$ cat src/sv/u8d_pkg.sv
package u8d_pkg;

   localparam int unsigned BYTE_W = 8;
   localparam int unsigned CP_W   = 21;
   localparam int unsigned CNT_W  = 2;

   localparam logic [CP_W-1:0] CP_REPLACEMENT = 21'h00FFFD;
   localparam logic [CP_W-1:0] CP_MIN_2B      = 21'h000080;
   localparam logic [CP_W-1:0] CP_MIN_3B      = 21'h000800;
   localparam logic [CP_W-1:0] CP_MIN_4B      = 21'h010000;
   localparam logic [CP_W-1:0] CP_SURR_LO     = 21'h00D800;
   localparam logic [CP_W-1:0] CP_SURR_END    = 21'h00E000;
   localparam logic [CP_W-1:0] CP_LIMIT       = 21'h110000;

   // continuation bytes an open sequence needs in all
   localparam logic [CNT_W-1:0] SEQ_NONE = 2'd0;
   localparam logic [CNT_W-1:0] SEQ_2B   = 2'd1;
   localparam logic [CNT_W-1:0] SEQ_3B   = 2'd2;
   localparam logic [CNT_W-1:0] SEQ_4B   = 2'd3;

   typedef struct packed {
      logic            emit;
      logic [CP_W-1:0] code_point;
      logic            was_error;
   } dec_result_type;

endpackage

$ cat src/sv/u8d_decode.sv
module u8d_decode (
   input  logic                         clock,
   input  logic                         reset,
   input  logic                         fire,
   input  logic [u8d_pkg::BYTE_W-1:0]   byte_in,
   output u8d_pkg::dec_result_type      result
);
   import u8d_pkg::*;

   logic [CNT_W-1:0] pending_ff, pending_in;
   logic [CNT_W-1:0] seq_len_ff, seq_len_in;
   logic [CP_W-1:0]  partial_ff, partial_in;
   logic [CP_W-1:0]  shifted;
   logic [CNT_W-1:0] pending_dec;
   logic             value_ok;

   assign shifted     = {partial_ff[CP_W-7:0], byte_in[5:0]};
   assign pending_dec = pending_ff - 2'd1;

   always_comb begin
      unique case (seq_len_ff)
         SEQ_2B:  value_ok = (shifted >= CP_MIN_2B);
         SEQ_3B:  value_ok = (shifted >= CP_MIN_3B) &&
                             ((shifted < CP_SURR_LO) || (shifted >= CP_SURR_END));
         default: value_ok = (shifted >= CP_MIN_4B) && (shifted < CP_LIMIT);
      endcase
   end

   always_comb begin
      pending_in        = pending_ff;
      seq_len_in        = seq_len_ff;
      partial_in        = partial_ff;
      result.emit       = 1'b0;
      result.code_point = CP_REPLACEMENT;
      result.was_error  = 1'b1;
      if (pending_ff != SEQ_NONE) begin
         if (byte_in[7:6] != 2'b10) begin
            // broken sequence, byte swallowed
            result.emit = 1'b1;
            pending_in  = SEQ_NONE;
            seq_len_in  = SEQ_NONE;
            partial_in  = '0;
         end else if (pending_dec != SEQ_NONE) begin
            pending_in = pending_dec;
            partial_in = shifted;
         end else begin
            result.emit = 1'b1;
            pending_in  = SEQ_NONE;
            seq_len_in  = SEQ_NONE;
            partial_in  = '0;
            if (value_ok) begin
               result.code_point = shifted;
               result.was_error  = 1'b0;
            end
         end
      end else if (!byte_in[7]) begin
         result.emit       = 1'b1;
         result.code_point = {{(CP_W-BYTE_W){1'b0}}, byte_in};
         result.was_error  = 1'b0;
      end else if (byte_in[7:5] == 3'b110) begin
         seq_len_in = SEQ_2B;
         pending_in = SEQ_2B;
         partial_in = {{(CP_W-5){1'b0}}, byte_in[4:0]};
      end else if (byte_in[7:4] == 4'b1110) begin
         seq_len_in = SEQ_3B;
         pending_in = SEQ_3B;
         partial_in = {{(CP_W-4){1'b0}}, byte_in[3:0]};
      end else if (byte_in[7:3] == 5'b11110) begin
         seq_len_in = SEQ_4B;
         pending_in = SEQ_4B;
         partial_in = {{(CP_W-3){1'b0}}, byte_in[2:0]};
      end else begin
         // stray continuation or lead of f8 and above
         result.emit = 1'b1;
      end
   end

   always_ff @(posedge clock) begin
      if (reset) begin
         pending_ff <= SEQ_NONE;
         seq_len_ff <= SEQ_NONE;
         partial_ff <= '0;
      end else if (fire) begin
         pending_ff <= pending_in;
         seq_len_ff <= seq_len_in;
         partial_ff <= partial_in;
      end
   end

endmodule

$ cat src/sv/utf8_stream_decoder_top.sv
// channel | direction | handshake           | payload
// req     | in        | req_valid/req_stall | req_byte_in[7:0]
// rsp     | out       | rsp_valid/rsp_stall | rsp_code_point[20:0], rsp_was_error
//
// one byte accepted per cycle unless req_stall is high
// byte register feeds the decoder, the decoder feeds the result register
// reset is synchronous, clears both valid flags and the decoder state
// rsp_stall backs up into req_stall only while a result waits and the held byte
// would give another one; bytes that only extend a sequence keep flowing
module utf8_stream_decoder_top (
   input  logic                          clock,
   input  logic                          reset,
   input  logic                          req_valid,
   output logic                          req_stall,
   input  logic [u8d_pkg::BYTE_W-1:0]    req_byte_in,
   output logic                          rsp_valid,
   input  logic                          rsp_stall,
   output logic [u8d_pkg::CP_W-1:0]      rsp_code_point,
   output logic                          rsp_was_error
);
   import u8d_pkg::*;

   // input register
   logic              in_valid_ff, in_valid_in;
   logic [BYTE_W-1:0] in_byte_ff;

   // result register
   logic              out_valid_ff, out_valid_in;
   logic [CP_W-1:0]   out_cp_ff;
   logic              out_err_ff;

   dec_result_type    dec;
   logic              out_free;
   logic              advance;

   u8d_decode u_decode (
      .clock   (clock),
      .reset   (reset),
      .fire    (advance),
      .byte_in (in_byte_ff),
      .result  (dec)
   );

   // result slot is free when empty or being drained this cycle
   assign out_free  = !out_valid_ff || !rsp_stall;
   // held byte moves on unless it makes a result with nowhere to go
   assign advance   = in_valid_ff && (!dec.emit || out_free);
   assign req_stall = in_valid_ff && !advance;

   always_comb begin
      in_valid_in = in_valid_ff;
      if (!req_stall) begin
         in_valid_in = req_valid;
      end
   end

   always_comb begin
      out_valid_in = out_valid_ff;
      if (advance && dec.emit) begin
         out_valid_in = 1'b1;
      end else if (out_free) begin
         out_valid_in = 1'b0;
      end
   end

   always_ff @(posedge clock) begin
      if (reset) begin
         in_valid_ff  <= 1'b0;
         out_valid_ff <= 1'b0;
      end else begin
         in_valid_ff  <= in_valid_in;
         out_valid_ff <= out_valid_in;
      end
   end

   // payload, no reset needed
   always_ff @(posedge clock) begin
      if (req_valid && !req_stall) begin
         in_byte_ff <= req_byte_in;
      end
      if (advance && dec.emit) begin
         out_cp_ff  <= dec.code_point;
         out_err_ff <= dec.was_error;
      end
   end

   assign rsp_valid      = out_valid_ff;
   assign rsp_code_point = out_cp_ff;
   assign rsp_was_error  = out_err_ff;

endmodule

$ cat config.mk
export PLATFORM = sky130hd
export DESIGN_NAME = utf8_stream_decoder_top
export DESIGN_NICKNAME = d
export VERILOG_FILES = /design/src/sv/u8d_pkg.sv /design/src/sv/u8d_decode.sv /design/src/sv/utf8_stream_decoder_top.sv
export SDC_FILE = /design/constraint.sdc
export NUM_CORES = 1
export LEC_CHECK = 0
export ABC_AREA = 1
export BUFFER_PORTS_ARGS = -buffer_cell sky130_fd_sc_hd__buf_2
export CORE_ASPECT_RATIO = 1.5
export CORE_UTILIZATION = 56
export DETAILED_ROUTE_END_ITERATION = 16
export PLACE_DENSITY_LB_ADDON = 0.15
export SYNTH_ARGS = -nofsm -noshare
export SYNTH_HDL_FRONTEND = slang
export SYNTH_SLANG_ARGS = --single-unit
export TNS_END_PERCENT = 100
$ cat constraint.sdc
create_clock -name clock -period 2.6 [get_ports clock]
set_input_delay 0.26 -clock clock [delete_from_list [all_inputs] [get_ports clock]]
set_output_delay 0.26 -clock clock [all_outputs]
set_load 0.05 [all_outputs]
==> results.toml, run 1 <==
[outcome]
status = "finished, final reports clean"

[global_route]
gr-usage-met3_pct = 5.24
grt_pass1_vias = 1705
use_met1_pct = 22.3
grt_pass1_wl_um = 7130
grtUsageMet2_pct = 41.1
antenna_found_initial = 0
grt_use_total_pct = 22.9
grt_overflow = 0
busiest_layer = "met2"
grt_max_degree = 23

[layout]
layout.nets = 330
multi_input_area_um2 = 756
fill_cells = 363
layout_commonest_cell = "nand2_1"
seqCellArea_um2 = 1320
antenna_cells = 0
design_area_um2 = 2640
area_growth_pct = 13.2
final_cell_mix = "nand2_1, nor2_1, inv_1, buf_2, edfxtp_1"
drive_above_1_share_pct = 17.1
fin_cells = 360

[flow_run]
max-cap-violations = 0

[logic_synthesis]
syn_inst = 278
synth-seq-cells = 51
synth.distinct_cells = 25
yosys_warnings = 0
syn_area_um2 = 2330
synth_area_per_cell_um2 = 8.38
yosysSeqAreaShare_pct = 56.7
syn_nets = 294

[route]
vias = 1842
wl_um = 4450
drc = 0
drtIter0Drc = 96
viasPerCell = 5.12
wl_per_cell_um = 12.4
drt_pass1_iterations = 4
final_antenna_net_count = 0

[setup_path]
crit_path_start_kind = "register"
regToRegSetupSlack_ns = 0.72
cp_max_fo = 7
crit_required_ns = 2.34
r2r-end = "rsp_code_point[0]$_DFFE_PP_"
endpoint_kind = "output pin"
cp.arrival_ns = 1.76
crit_path_max_incr_delay_ns = 0.37
path_delay_family = "buffers and inverters"
crit_slowest_cell = "dfxtp_1"
crit_type = "reg2out"
ff2ff_path_depth = 11
path_buf_inv = 4
r2r_start = "u_decode.seq_len_ff[1]$_SDFFE_PP0P_"
cp_cell_sequence = "inv_1, ha_1, inv_2, nand2_1, nand2_1, nand3_1, inv_1, buf_2"

[hold_path]
hold_end = "in_byte_ff[7]$_DFFE_PP_"
hp-class = "in2reg"
hp-start = "req_byte_in[7]"
hold_depth = 1

[timing]
finalHoldViolations = 0
fmax_mhz = 495
worst_slew_pin_slew_ns = 0.476
drv_slew = 0
slew_headroom_pct = 68.1
finalSetupViolCount = 0
min_period_ns = 2.02
rsz0062_at_grt = "no"
skew_ns = 0.00593
tns_ns = 0
fin_crit_sh_pct = 77.8

[clock_network]
cts_made_buffers = 5
clockBufferDepth = 2
htreeDepth = 2
clk_pin_slew_ns = 0.09
cts_sinks = 51
cts_resized = 0
cts_root_buf = "clkbuf_8"
ctsHoldBuffers = 0
worstSkewPairLatency_ns = 0.31
tritoncts = "done"
cts_setup_buffers = 0

[place]
numPortBuffers = 35
place_hpwl_um = 3200
dpl.cell_count = 352
postPlaceCellArea_um2 = 2530
place_congestion = 0.957

[floorplanning]
io_pins = 36
rows = 28
die_x_um = 54.7
core_area_um2 = 3960
dieArea_um2 = 4430
die_h_um = 81.0
initial_core_util_pct = 58.9

[power]
irDropWorstVdd_mv = 0.506
p_leak_nw = 1.13
power_density_nw_per_um2 = 653
[cells by family (layout without fill, tap and decap cells)]
family	Yosys count	after routing	synth area share [%]
buffers and inverters	62	99	11.0
flip-flops	51	51	56.7
adder cells (fa/ha/maj)	4	4	2.15
AND/OR/NAND/NOR	132	132	23.6
AO/OA/AOI/OAI	29	29	6.55
[synth_stat cells (all sizes together)]
cell	n	area share, %
a21oi	14	3.2
buf	5	1.7
clkbuf	3	0.48
clkinv	1	0.16
dfxtp	21	18
edfxtp	30	39
ha	4	2.1
inv	53	8.6
nand2	58	9.8
nand3	18	4.6
nand4	1	0.27
nor2	55	9.0
o21ai	15	3.4
[state kept, by name (all words and copies together), names as in the netlist]
name,count
u_decode.partial_ff,15
rsp_code_point,21
u_decode.pending_ff,2
rsp_was_error,1
in_byte_ff,8
in_valid_ff,1
u_decode.seq_len_ff,2
rsp_valid,1
[per-layer routing]
layer / share of wire [%] / routed length (µm)
met5: 0 / 0
met4: 3.5 / 155
met3: 4.5 / 202
met2: 56 / 2500
met1: 36 / 1600
[through the flow]
stage,setup WS [ns],hold WS (ns),power [mW],utilization (%)
2_1_floorplan,0.269,0.359,1.14,-
4_1_cts,0.571,0.114,1.74,66.7
5_1_grt,0.466,0.107,1.80,66.7
6_report,0.578,0.125,1.72,66.7
3_3_place_gp,0.794,0.437,1.19,63.9
3_5_place_dp,0.716,0.438,1.20,63.9
[worst max-delay path by stage]
stage / startpoint / end / slack, ns / cells past startpoint
global route: u_decode.pending_ff[0]$_SDFFE_PP0P_ / req_stall / 0.47 / 8
detailed placement: u_decode.pending_ff[0]$_SDFFE_PP0P_ / rsp_code_point[0]$_DFFE_PP_ / 0.72 / 8
floorplan: u_decode.pending_ff[0]$_SDFFE_PP0P_ / rsp_code_point[0]$_DFFE_PP_ / 0.27 / 7
finish: u_decode.pending_ff[0]$_SDFFE_PP0P_ / req_stall / 0.58 / 8
CTS: u_decode.pending_ff[0]$_SDFFE_PP0P_ / req_stall / 0.57 / 8
global placement: u_decode.pending_ff[0]$_SDFFE_PP0P_ / rsp_code_point[2]$_DFFE_PP_ / 0.79 / 8
[power breakdown]
| part | internal (mW) | total, mW | switching (mW) |
|---|---|---|---|
| logic | 0.0662 | 0.257 | 0.191 |
| clock network | 0.287 | 0.541 | 0.254 |
| registers | 0.903 | 0.925 | 0.0217 |
[area by class of cell]
class                   instances  share of cell area, %
clock buffers                   6                   2.75
clock inverters                 2                   1.42
inverters                      54                   7.78
multi-input cells             165                   28.6
flip-flops and latches         51                   50.1
well taps                      45                   2.13
repair buffers                 37                   7.21
Note: power is estimated with default switching activity, not from simulation.
==> run 2: changes to the inputs <==
- clock period: 2.6 -> 2 ns (I/O delays scaled with it)
==> run 2 against run 1 <==
Net effect:
- register-to-register slack lost 0.54 ns
- via count shrank 0.71%
- core utilization grew 0.25 points
- clock power grew 11%
- setup slack lost 0.44 ns
- die area is the same
- sequential cell count is the same
- design area grew 0.38%
==> results.toml, run 2 (synthesis results as in run 1) <==
[timing]
worst_slew_pin_slew_ns = 0.492
tns_ns = 0
finalHoldViolations = 0
finalSetupViolCount = 0
slew_headroom_pct = 67.1
fin_crit_sh_pct = 92.9
worst_hold_slack_ns = 0.0597
min_period_ns = 1.86
rsz0062_at_grt = "no"
drv_slew = 0
skew_ns = 0.0116
fmax_mhz = 538

[clock_network]
ctsHoldBuffers = 0
tritoncts = "done"
cts_made_buffers = 5
cts_sinks = 51
cts_root_buf = "clkbuf_8"
htreeDepth = 2
clockBufferDepth = 2
clk_pin_slew_ns = 0.09
worstSkewPairLatency_ns = 0.31

[place]
place_hpwl_um = 3330
postPlaceCellArea_um2 = 2550
place_congestion = 0.962
dpl.cell_count = 353
numPortBuffers = 35

[layout]
design_area_um2 = 2650
area_growth_pct = 13.6
largest_register_ffs = 21
fin_cells = 362
layout.nets = 332
drive_above_1_share_pct = 18.0
final_util_pct = 66.9
final_cell_mix = "nand2_1, nor2_1, inv_1, buf_2, edfxtp_1"
antenna_cells = 0
layout_commonest_cell = "nand2_1"

[setup_path]
cp.arrival_ns = 1.66
endpoint_kind = "output pin"
crit_required_ns = 1.80
cp_max_fo = 6
crit_type = "reg2out"
crit_path_start_kind = "register"

[floorplanning]
core_area_um2 = 3960
io_pins = 36
initial_core_util_pct = 58.9
die_h_um = 81.0
rows = 28
dieArea_um2 = 4430
die_x_um = 54.7

[global_route]
grt_pass1_vias = 1733
busiest_layer = "met2"
grtUsageMet2_pct = 41.1
grt_max_degree = 23
use_met1_pct = 24.0
antenna_found_initial = 0
grt_use_total_pct = 23.2
gr-usage-met3_pct = 5.06
grt_overflow = 0
grt_pass1_wl_um = 7300

[route]
drt_pass1_iterations = 4
vias = 1829
wl_per_cell_um = 12.1
drtIter0Drc = 34
drc = 0
viasPerCell = 5.05
final_antenna_net_count = 0
wl_um = 4400

[power]
irDropWorstVdd_mv = 0.537
power_density_nw_per_um2 = 809
p_leak_nw = 1.14

[outcome]
status = "finished, final reports clean"

[flow_run]
max-cap-violations = 0

[hold_path]
hp-class = "in2reg"
run 2: repair_timing:
item,4_1_cts,5_1_grt
setup buffers,0,1
endpoints found under the setup margin,0,8
gates resized for setup,0,3
run 2: layout make-up:
type | count | area [µm²]
sequential | 51 | 1320
fill | 345 | 1310
inverter | 54 | 205
clock inverter | 2 | 16.3
clock buffer | 6 | 72.6
tap | 45 | 56.3
timing repair buffer | 39 | 220
multi-input combinational | 165 | 756
run 2: path summary, 6_finish.rpt:
path / startpoint / end / slack [ns] / cells after the start
setup / recovery: u_decode.pending_ff[0]$_SDFFE_PP0P_ / req_stall / 0.14 / 8
hold / removal: req_byte_in[0] / in_byte_ff[0]$_DFFE_PP_ / 0.06 / 1
setup reg to reg: u_decode.pending_ff[0]$_SDFFE_PP0P_ / rsp_code_point[2]$_DFFE_PP_ / 0.18 / 8
hold reg to reg: u_decode.partial_ff[0]$_SDFFE_PP0P_ / u_decode.partial_ff[0]$_SDFFE_PP0P_ / 0.48 / 2
run 2: worst max-delay path: stages, from the launching register on:
cell,delay (ns)
dfxtp_2,0.37
inv_1,0.05
ha_1,0.25
inv_2,0.11
nand2_1,0.08
nand2_1,0.10
nand3_1,0.11
inv_1,0.08
buf_4,0.19
run 2: power breakdown:
| part | switching [mW] | leakage, nW | internal, mW |
|---|---|---|---|
| clock | 0.346 | 0.0418 | 0.252 |
| combinational | 0.247 | 0.643 | 0.0957 |
| sequential | 0.0282 | 0.452 | 1.17 |
| total | 0.621 | 1.14 | 1.52 |
run 2: per-stage QoR:
stage	power, mW	worst slack [ns]
floorplan	1.48	0.0244
global placement	1.56	0.227
detailed placement	1.57	0.134
CTS	2.14	0.0306
global route	2.25	0.00481
finish	2.14	0.143
run 2: per-layer routing:
layer	vias up	routed length (µm)	share of wire [%]
li1	936	-	-
met1	826	1620	37
met3	16	154	3.5
met2	51	2450	56
met5	-	0	0
met4	0	170	3.9
==> run 3: changes to the inputs <==
- PLACE_DENSITY: default -> 0.79
- PLACE_DENSITY_LB_ADDON: 0.15 -> default
==> run 3 against run 2 <==
Net effect:
- register-to-register slack gained 0.03 ns
- total power is 0.33% lower
- largest cell class unchanged
- clock skew is 0.0027 ns lower
- clock power is 0.8% lower
- sequential share of layout area grew 0.19 points
==> results.toml, run 3 (synthesis results as in run 1) <==
[outcome]
status = "finished, final reports clean"

[timing]
drv_slew = 0
worst_slew_pin_slew_ns = 0.498
tns_ns = 0
fmax_mhz = 541
slew_headroom_pct = 66.7
skew_ns = 0.00885
min_period_ns = 1.85
rsz0062_at_grt = "no"
finalSetupViolCount = 0
fin_crit_sh_pct = 92.4
finalHoldViolations = 0

[place]
place_hpwl_um = 3360
dpl.cell_count = 352
postPlaceCellArea_um2 = 2540
numPortBuffers = 35
place_congestion = 0.948

[power]
power_density_nw_per_um2 = 810
irDropWorstVdd_mv = 0.711
p_leak_nw = 1.13

[clock_network]
cts_root_buf = "clkbuf_8"
clk_pin_slew_ns = 0.09
htreeDepth = 2
tritoncts = "done"
cts_sinks = 51
cts_made_buffers = 5
cts_resized = 0
cts_setup_buffers = 0
clockBufferDepth = 2
ctsHoldBuffers = 0
worstSkewPairLatency_ns = 0.30

[global_route]
grt_pass1_vias = 1763
antenna_found_initial = 0
grt_pass1_wl_um = 7450
grt_overflow = 0
grt_use_total_pct = 23.8
grt_max_degree = 23

[setup_path]
r2r_start = "u_decode.pending_ff[0]$_SDFFE_PP0P_"
cp_cell_sequence = "nand2_1, clkinv_1, o21ai_2, nand2_4, nand2_1, nand3_1, inv_1, buf_4"
crit_slowest_cell = "edfxtp_1"
crit_top_cell = "nand2_1"
regToRegSetupSlack_ns = 0.21
crit_path_max_incr_delay_ns = 0.44
crit_required_ns = 1.80
endpoint_kind = "output pin"
cp_max_fo = 4
crit_type = "reg2out"
ff2ff_path_depth = 7
cp.arrival_ns = 1.65
r2r-end = "u_decode.pending_ff[0]$_SDFFE_PP0P_"
crit_path_start_kind = "register"

[flow_run]
max-cap-violations = 0

[layout]
fin_cells = 360
seqCellArea_um2 = 1320
final_cell_mix = "nand2_1, nor2_1, inv_1, buf_2, edfxtp_1"
area_growth_pct = 13.2
design_area_um2 = 2640
layout.nets = 330
layout_commonest_cell = "nand2_1"
multi_input_area_um2 = 761
antenna_cells = 0
drive_above_1_share_pct = 18.1
fill_cells = 362
largest_register_ffs = 21

[hold_path]
hold_end = "in_byte_ff[6]$_DFFE_PP_"
hp-start = "req_byte_in[6]"
hp-class = "in2reg"
hold_depth = 1

[floorplanning]
core_area_um2 = 3960
dieArea_um2 = 4430
io_pins = 36
die_x_um = 54.7
initial_core_util_pct = 58.9
rows = 28
die_h_um = 81.0

[route]
vias = 1837
viasPerCell = 5.10
drt_pass1_iterations = 4
final_antenna_net_count = 0
wl_um = 4520
drtIter0Drc = 51
drc = 0
wl_per_cell_um = 12.6
-- run 3: changes by cell type in the layout (fill, tap and decap cells not counted), sizes merged --
cell | previous run | this run
buf | 39 | 37
-- run 3: area by class of cell --
class                           instances  share of cell area, %
Timing Repair Buffer                   37                   7.78
Sequential cell                        51                   50.1
Inverter                               54                   7.78
Multi-Input combinational cell        165                   28.8
Tap cell                               45                   2.13
Clock inverter                          2                  0.616
Clock buffer                            6                   2.75
-- run 3: worst max-delay path by stage --
| stage | slack (ns) | start | endpoint |
|---|---|---|---|
| floorplan | 0.02 | u_decode.pending_ff[0]$_SDFFE_PP0P_ | rsp_code_point[0]$_DFFE_PP_ |
| global placement | 0.25 | u_decode.seq_len_ff[0]$_SDFFE_PP0P_ | rsp_code_point[2]$_DFFE_PP_ |
| detailed placement | 0.14 | u_decode.seq_len_ff[1]$_SDFFE_PP0P_ | rsp_code_point[3]$_DFFE_PP_ |
| CTS | 0.01 | u_decode.pending_ff[0]$_SDFFE_PP0P_ | req_stall |
| global route | 0.03 | u_decode.pending_ff[0]$_SDFFE_PP0P_ | u_decode.pending_ff[0]$_SDFFE_PP0P_ |
| finish | 0.15 | in_byte_ff[7]$_DFFE_PP_ | req_stall |
-- run 3: layer usage --
layer,up-vias,global-route usage (%),wire (µm)
met2,60,44.9,2630
met4,0,11.8,154
met3,13,4.12,170
met5,-,0,0
met1,834,23.1,1570
li1,930,-,-
-- run 3: stage by stage --
step	utilization, %	power [mW]	hold slack, ns	setup slack (ns)
3_5_place_dp	64.2	1.57	0.379	0.140
6_report	66.7	2.14	0.0680	0.151
5_1_grt	66.7	2.23	0.0616	0.0275
4_1_cts	66.4	2.14	0.0659	0.0138
3_3_place_gp	64.2	1.55	0.376	0.251
2_1_floorplan	-	1.48	0.299	0.0244
-- run 3: worst max-delay path: cells and delay by family (launching register included) --
kind                   cells  cell delay [ns]
and+or+nand+nor            4             0.42
buffers and inverters      3             0.38
DFF                        1             0.44
AOI/OAI and AO/OA          1             0.11
-- run 3: where the power goes --
group / leakage, nW / switching, mW / total [mW] / internal (mW)
registers: 0.452 / 0.0279 / 1.20 / 1.17
clock network: 0.0418 / 0.341 / 0.593 / 0.252
logic: 0.633 / 0.249 / 0.341 / 0.0915
